### src/rtl/psat_pkg.sv
// Shared constants, codes and types of the per-source admission table.
`default_nettype none

package psat_pkg;

    // Table geometry
    localparam int SLOT_COUNT = 64;
    localparam int IDX_W      = (SLOT_COUNT > 1) ? $clog2(SLOT_COUNT) : 1;
    localparam int CNT_W      = $clog2(SLOT_COUNT + 1);

    // Field and register widths
    localparam int ADDR_W     = 32;
    localparam int SLOT_W     = 6;
    localparam int CFG_W      = 7;
    localparam int CFG_IDX_W  = 1;
    localparam int STATUS_W   = 2;

    // Configuration register indexes
    localparam logic [CFG_IDX_W-1:0] CFG_ACTIVE_SLOTS     = 1'b0;
    localparam logic [CFG_IDX_W-1:0] CFG_PER_SOURCE_LIMIT = 1'b1;

    // Configuration reset values
    localparam logic [CFG_W-1:0] ACTIVE_SLOTS_RESET     = 7'd10;
    localparam logic [CFG_W-1:0] PER_SOURCE_LIMIT_RESET = 7'd2;

    typedef enum logic {
        OP_ADD    = 1'b0,
        OP_REMOVE = 1'b1
    } op_t;

    typedef enum logic [STATUS_W-1:0] {
        STATUS_OK    = 2'd0,
        STATUS_LIMIT = 2'd1,
        STATUS_FULL  = 2'd2
    } status_t;

    // Access request from the control logic to the slot store
    typedef struct packed {
        logic              rd_en;
        logic [IDX_W-1:0]  rd_addr;
        logic              wr_en;
        logic [IDX_W-1:0]  wr_addr;
        logic              wr_valid;
        logic [ADDR_W-1:0] wr_data;
    } store_req_t;

endpackage

`default_nettype wire

### src/rtl/per_source_admission_table.sv
// Top level of the per-source admission table: control, configuration and scan.
//
//  Channel   Handshake           Payload
//  --------  ------------------  ------------------------------------------
//  request   start / busy        operation, source_address, slot_number
//  result    done (one cycle)    status, granted_slot
//  config    wr_en               wr_index, wr_data
//
// A remove is handled directly: the result strobes in the cycle after acceptance.
// An add transaction scans n = min(active_slots, SLOT_COUNT) slots, one slot per cycle,
// through the single read port of the slot store, then decides; with n = 0 nothing is
// read and the scan state goes straight to the decision.
// Reset clears every slot's valid bit at once; no clearing pass is needed.
// The receiver cannot stall; busy is high only while an add scan runs.
`default_nettype none

module per_source_admission_table (
    input  wire logic                         clk,
    input  wire logic                         rst_n,
    input  wire logic                         start,
    output logic                              busy,
    input  wire logic                         operation,
    input  wire logic [psat_pkg::ADDR_W-1:0]  source_address,
    input  wire logic [psat_pkg::SLOT_W-1:0]  slot_number,
    output logic                              done,
    output logic [psat_pkg::STATUS_W-1:0]     status,
    output logic [psat_pkg::SLOT_W-1:0]       granted_slot,
    input  wire logic                         wr_en,
    input  wire logic [psat_pkg::CFG_IDX_W-1:0] wr_index,
    input  wire logic [psat_pkg::CFG_W-1:0]   wr_data
);
    import psat_pkg::*;

    typedef enum logic [1:0] {
        ST_IDLE = 2'b01,
        ST_SCAN = 2'b10
    } state_t;

    state_t            state_reg, state_next;
    logic [CFG_W-1:0]  active_slots_reg;
    logic [CFG_W-1:0]  per_source_limit_reg;

    logic [CNT_W-1:0]  n_reg, n_next;
    logic [CNT_W-1:0]  issue_reg, issue_next;
    logic              pend_reg, pend_next;
    logic [CNT_W-1:0]  same_reg, same_next;
    logic              have_free_reg, have_free_next;
    logic [IDX_W-1:0]  free_idx_reg, free_idx_next;
    logic [ADDR_W-1:0] addr_reg, addr_next;

    logic              done_reg, done_next;
    status_t           status_reg, status_next;
    logic [SLOT_W-1:0] granted_reg, granted_next;

    store_req_t        store_req;
    logic [ADDR_W-1:0] rd_entry;
    logic [31:0]       free_ext;

    psat_slot_store u_store (
        .clk      (clk),
        .rst_n    (rst_n),
        .req      (store_req),
        .rd_entry (rd_entry)
    );

    // Take configuration writes
    always_ff @(posedge clk or negedge rst_n)
    begin
        if (!rst_n)
        begin
            active_slots_reg     <= ACTIVE_SLOTS_RESET;
            per_source_limit_reg <= PER_SOURCE_LIMIT_RESET;
        end
        else if (wr_en)
        begin
            case (wr_index)
                CFG_ACTIVE_SLOTS:     active_slots_reg     <= wr_data;
                CFG_PER_SOURCE_LIMIT: per_source_limit_reg <= wr_data;
                default: ;
            endcase
        end
    end

    // Sequence requests: remove directly, scan for add, then decide
    always_comb
    begin
        state_next     = state_reg;
        n_next         = n_reg;
        issue_next     = issue_reg;
        pend_next      = 1'b0;
        same_next      = same_reg;
        have_free_next = have_free_reg;
        free_idx_next  = free_idx_reg;
        addr_next      = addr_reg;
        done_next      = 1'b0;
        status_next    = status_reg;
        granted_next   = granted_reg;
        store_req      = '0;
        free_ext       = 32'(free_idx_reg);

        case (state_reg)
            ST_IDLE:
            begin
                if (start)
                begin
                    if (operation == OP_REMOVE)
                    begin
                        // Empty the named slot if it exists
                        if (32'(slot_number) < 32'(SLOT_COUNT))
                        begin
                            store_req.wr_en    = 1'b1;
                            store_req.wr_addr  = IDX_W'(slot_number);
                            store_req.wr_valid = 1'b0;
                        end
                        done_next    = 1'b1;
                        status_next  = STATUS_OK;
                        granted_next = '0;
                    end
                    else
                    begin
                        addr_next      = source_address;
                        n_next         = (32'(active_slots_reg) > 32'(SLOT_COUNT)) ?
                                         CNT_W'(SLOT_COUNT) : CNT_W'(active_slots_reg);
                        issue_next     = '0;
                        same_next      = '0;
                        have_free_next = 1'b0;
                        free_idx_next  = '0;
                        state_next     = ST_SCAN;
                    end
                end
            end

            ST_SCAN:
            begin
                // Issue one slot read per cycle
                if (issue_reg < n_reg)
                begin
                    store_req.rd_en   = 1'b1;
                    store_req.rd_addr = IDX_W'(issue_reg);
                    issue_next        = issue_reg + 1'b1;
                    pend_next         = 1'b1;
                end

                if (pend_reg)
                begin
                    // Note the first empty slot, count matching ones
                    if (rd_entry == '0)
                    begin
                        if (!have_free_reg)
                        begin
                            have_free_next = 1'b1;
                            free_idx_next  = IDX_W'(issue_reg - 1'b1);
                        end
                    end
                    else if (rd_entry == addr_reg)
                    begin
                        same_next = same_reg + 1'b1;
                    end
                end
                else if (issue_reg == n_reg)
                begin
                    // Decide: limit first, then fullness, else grant
                    done_next  = 1'b1;
                    state_next = ST_IDLE;
                    if (32'(same_reg) >= 32'(per_source_limit_reg))
                    begin
                        status_next  = STATUS_LIMIT;
                        granted_next = '0;
                    end
                    else if (!have_free_reg)
                    begin
                        status_next  = STATUS_FULL;
                        granted_next = '0;
                    end
                    else
                    begin
                        store_req.wr_en    = 1'b1;
                        store_req.wr_addr  = free_idx_reg;
                        store_req.wr_valid = 1'b1;
                        store_req.wr_data  = addr_reg;
                        status_next        = STATUS_OK;
                        granted_next       = free_ext[SLOT_W-1:0];
                    end
                end
            end

            default:
            begin
                state_next = ST_IDLE;
            end
        endcase
    end

    // Hold control state
    always_ff @(posedge clk or negedge rst_n)
    begin
        if (!rst_n)
        begin
            state_reg <= ST_IDLE;
            issue_reg <= '0;
            pend_reg  <= 1'b0;
            done_reg  <= 1'b0;
            n_reg     <= '0;
        end
        else
        begin
            state_reg <= state_next;
            issue_reg <= issue_next;
            pend_reg  <= pend_next;
            done_reg  <= done_next;
            n_reg     <= n_next;
        end
    end

    // Hold scan results and the result transaction payload
    always_ff @(posedge clk)
    begin
        same_reg      <= same_next;
        have_free_reg <= have_free_next;
        free_idx_reg  <= free_idx_next;
        addr_reg      <= addr_next;
        status_reg    <= status_next;
        granted_reg   <= granted_next;
    end

    assign busy         = (state_reg != ST_IDLE);
    assign done         = done_reg;
    assign status       = status_reg;
    assign granted_slot = granted_reg;

    // A result transaction is only shown once the scan is over
    a_done_idle: assert property (@(posedge clk) disable iff (!rst_n)
        done_reg |-> (state_reg == ST_IDLE))
        else $error("result strobe while scan still running");

    // The read counter never passes the scanned range
    a_issue_range: assert property (@(posedge clk) disable iff (!rst_n)
        (state_reg == ST_SCAN) |-> (issue_reg <= n_reg))
        else $error("scan read counter beyond active range");

    // A read is outstanding only after one was issued
    a_pend_issue: assert property (@(posedge clk) disable iff (!rst_n)
        pend_reg |-> ((state_reg == ST_SCAN) && (issue_reg != '0)))
        else $error("read outstanding without an issued address");

    // Refused requests carry no slot number
    a_refuse_slot: assert property (@(posedge clk) disable iff (!rst_n)
        (done_reg && (status_reg != STATUS_OK)) |-> (granted_reg == '0))
        else $error("refused request returned a slot");

    // Leaving the scan always strobes a result
    a_scan_done: assert property (@(posedge clk) disable iff (!rst_n)
        ((state_reg == ST_SCAN) && (state_next == ST_IDLE)) |=> done_reg)
        else $error("scan ended without a result");

endmodule

`default_nettype wire

### src/rtl/psat_slot_store.sv
// Slot store: address memory with per-slot valid bits and a registered read.
`default_nettype none

module psat_slot_store (
    input  wire logic                     clk,
    input  wire logic                     rst_n,
    input  wire psat_pkg::store_req_t     req,
    output logic [psat_pkg::ADDR_W-1:0]   rd_entry
);
    import psat_pkg::*;

    logic [ADDR_W-1:0]     mem [SLOT_COUNT];
    logic [SLOT_COUNT-1:0] valid_reg;
    logic [ADDR_W-1:0]     rd_data_reg;
    logic                  rd_valid_reg;

    // Write the address array; contents are qualified by the valid bits
    always_ff @(posedge clk)
    begin
        if (req.wr_en)
        begin
            mem[req.wr_addr] <= req.wr_data;
        end
    end

    // Clear every slot at reset, then track occupancy on each write
    always_ff @(posedge clk or negedge rst_n)
    begin
        if (!rst_n)
        begin
            valid_reg <= '0;
        end
        else if (req.wr_en)
        begin
            valid_reg[req.wr_addr] <= req.wr_valid;
        end
    end

    // Register the read data and its valid bit
    always_ff @(posedge clk)
    begin
        if (req.rd_en)
        begin
            rd_data_reg  <= mem[req.rd_addr];
            rd_valid_reg <= valid_reg[req.rd_addr];
        end
    end

    // An empty slot reads as address zero
    assign rd_entry = rd_valid_reg ? rd_data_reg : '0;

endmodule

`default_nettype wire

### config.mk
export PLATFORM = sky130hd
export DESIGN_NAME = per_source_admission_table
export DESIGN_NICKNAME = d
export VERILOG_FILES = /design/src/rtl/psat_pkg.sv /design/src/rtl/per_source_admission_table.sv /design/src/rtl/psat_slot_store.sv
export SDC_FILE = /design/constraint.sdc
export NUM_CORES = 2
export LEC_CHECK = 0
export BUFFER_PORTS_ARGS = -buffer_cell sky130_fd_sc_hd__buf_4
export CAP_MARGIN = 20
export CELL_PAD_IN_SITES_DETAIL_PLACEMENT = 0
export CELL_PAD_IN_SITES_GLOBAL_PLACEMENT = 1
export CORE_MARGIN = 10
export CORE_UTILIZATION = 40
export DETAILED_ROUTE_END_ITERATION = 8
export PLACE_DENSITY = 0.65
export SYNTH_ARGS = -nofsm -noshare
export SYNTH_HDL_FRONTEND = slang
export SYNTH_SLANG_ARGS = --single-unit
### constraint.sdc
create_clock -name clk -period 5.79 [get_ports clk]
set_input_delay 1.737 -clock clk [delete_from_list [all_inputs] [get_ports clk]]
set_output_delay 1.737 -clock clk [all_outputs]
set_load 0.02 [all_outputs]
==> out/metrics.yaml <==
fill_cells: 18800
grt_pass1_vias: 48600
cts_setup_buffers: 0
dr.pass1.iters: 6
rsz0062_at_grt: "false"
cts-root-buf: "clkbuf_16"
path_cells: "ha_1, nand4_2, a21oi_1, or4_4, buf_4, a31oi_1, o21ai_0, o2111ai_1"
cts_num_sinks: 2231
hold_class: "flop to flop"
nets: 5531
cts_htree_levels: 4
routedWlPerCell_um: 30.3
cpPeakStageDelay_ns: 0.90
chipWidth_um: 490
synth_area_per_cell_um2: 16.7
place_congestion: 0.883
setup-tns-final_ns: 0
synth.distinct_cells: 79
antenna_found_initial: 13
yosys-mux-area-fraction: 0.0879
maxCapViolCount: 0
synth-adder-area-share: 0.00270
grt_pass1_wl_um: 368000
leakagePower_nw: 36.4
area_delta_synth_final_pct: 14.4
post_cts_resized: 0
path_max_fanout: 62
syn_nets: 5343
io_buffers: 60
synth-edff-count: 2135
finalWorstPathRequiredPeriod_ns: 4.95
synth-async-reset-ratio: 0.0430
drive_above_1_share: 0.194
gr-total-overflow: 0
p_per_area_mw_per_mm2: 356
tightest_slew_ns: 1.23
vdd_drop_max_mv: 0.355
ctsHoldBuffers: 0
required_ns: 6.36
cts_tree: "yes"
max_freq_mhz: 202
path_class: "flop to flop"
final_cell_mix: "edfxtp_1, nand2_1, buf_4, clkbuf_16, mux2i_1"
startpoint_type: "flop"
dp_hpwl_um: 163000
path_clk_slew_ns: 0.06
post-place-ws_ns: 0.735
antenna_left: 0
status: "complete, no violations"
synthesis.area_mm2: 0.0882
chipHeight_um: 490
hold_viol: 0
stdcell_area_mm2: 0.101
relSlewSlack: 0.179
synth_xor_area_frac: 0.00238
track_usage: 0.211
drc_errors: 0
cts_buffer_depth: 3
cts_buffers: 228
min_period_over_period: 0.855
largest_reg_flops: 2048
yosys_warnings: 0
synth_top_family_by_area: "multiplexers"
setup_violations: 0
final_common_cell: "edfxtp_1"
grt_max_degree: 124
worstSetupEndpointType: "flop"
yosysSeqAreaShare: 0.754
cp_slowest_cell: "o21ai_0"
routed_wl_um: 259000
drt-vias-per-instance: 5.86
row_count: 172
placed_cell_area_mm2: 0.0935
netlist_instances: 5273
core_mm2: 0.220
drtIter0Drc: 5394
clock_skew_ns: 0.0658
drv_slew: 0
clkLatencyLatePin_ns: 0.88
cp.arrival_ns: 5.52
synth-main-ff-cell: "edfxtp_1"
start_util: 0.402
fin_ws_ns: 0.841
dieArea_mm2: 0.240
vias: 50000
pin_count: 61
ys_ff_latch: 2231
synth-simple-area-share: 0.0585
synth-compound-area-share: 0.0770
==> final timing paths <==
kind,endpoint,slack [ns],depth (start not counted),from
min,u_store.valid_reg[54],0.50,1,u_store.valid_reg[54]
min reg2reg,u_store.valid_reg[54],0.50,1,u_store.valid_reg[54]
max reg2reg,u_store.rd_data_reg[8],0.84,8,issue_reg[3]
max,u_store.rd_data_reg[8],0.84,8,issue_reg[3]
max in group asynchronous,u_store.valid_reg[27],3.95,2,rst_n
min in group asynchronous,per_source_limit_reg[4],0.80,1,rst_n
==> layer usage <==
metal  global-route usage  up-vias  part of all wire
met1                0.295    26200              0.42
met4               0.0730        6             0.039
met3               0.0416      370             0.075
met2                0.331     1967              0.46
li1                     -    21400                 -
met5                    0        -           0.00016
==> synthesized netlist by cell type (31+ instances only) <==
cell type,instances,area share
nand3_1,155,0.0088
mux2i_1,199,0.023
o32a_1,32,0.0036
a221oi_1,33,0.0033
a41oi_1,34,0.0034
edfxtp_1,2135,0.73
a21oi_1,112,0.0064
a22oi_1,76,0.0065
a221o_1,32,0.0036
a31oi_1,69,0.0049
a2bb2oi_1,31,0.0031
buf_1,34,0.0014
mux4_2,165,0.042
and2_1,80,0.0057
nor2_1,202,0.0086
dfrtp_1,92,0.026
clkbuf_1,222,0.0095
mux2_2,180,0.023
a211oi_1,102,0.0087
buf_2,78,0.0044
a32oi_1,34,0.0034
o221ai_1,63,0.0063
o21ai_0,109,0.0062
nand2_1,611,0.026
o211a_1,34,0.0039
o22ai_1,69,0.0049
o2111ai_1,35,0.0035
==> worst max-delay path: cells and delay by family, from the launching register on <==
kind / cells / cell delay (ns)
adder cells (fa/ha/maj): 1 / 0.38
flip-flops: 1 / 0.55
AND/OR/NAND/NOR: 2 / 0.91
buffers and inverters: 1 / 0.73
AO/OA/AOI/OAI: 4 / 1.94
==> report_power, final <==
part	internal, mW	total [mW]	switching, mW	leakage, nW
combinational	1.17	3.48	2.30	7.66
clock	8.14	14.4	6.27	3.56
sequential	17.8	18.1	0.239	25.2
total	27.2	36.0	8.81	36.4
==> through the flow <==
stage | utilization | power [mW] | instances | hold slack, ns
2_1_floorplan | - | 20.5 | 5273 | 0.456
3_3_place_gp | 0.426 | 21.8 | 8097 | 0.487
3_5_place_dp | 0.426 | 21.9 | 8100 | 0.492
4_1_cts | 0.459 | 36.2 | 8520 | 0.506
5_1_grt | 0.460 | 37.1 | 8524 | 0.517
6_report | 0.460 | 36.0 | 8530 | 0.504
==> area by class of cell <==
type | instances | area, µm² | area share
diodes | 8 | 20.0 | 0.000198
clock buffers | 305 | 6110 | 0.0605
clock inverters | 115 | 1210 | 0.0120
inverters | 30 | 114 | 0.00113
multi-input cells | 2671 | 20700 | 0.205
flip-flops and latches | 2231 | 66500 | 0.659
well taps | 2871 | 3590 | 0.0356
repair buffers | 299 | 2590 | 0.0257
==> kinds of logic after synthesis <==
| family | after synthesis |
|---|---|
| simple gates | 1161 |
| mux | 545 |
| buf+inv | 371 |
| fa+ha+maj | 19 |
| xor+xnor | 24 |
| flops | 2231 |
| compound gates | 922 |
(Power assumes the default switching activity.)
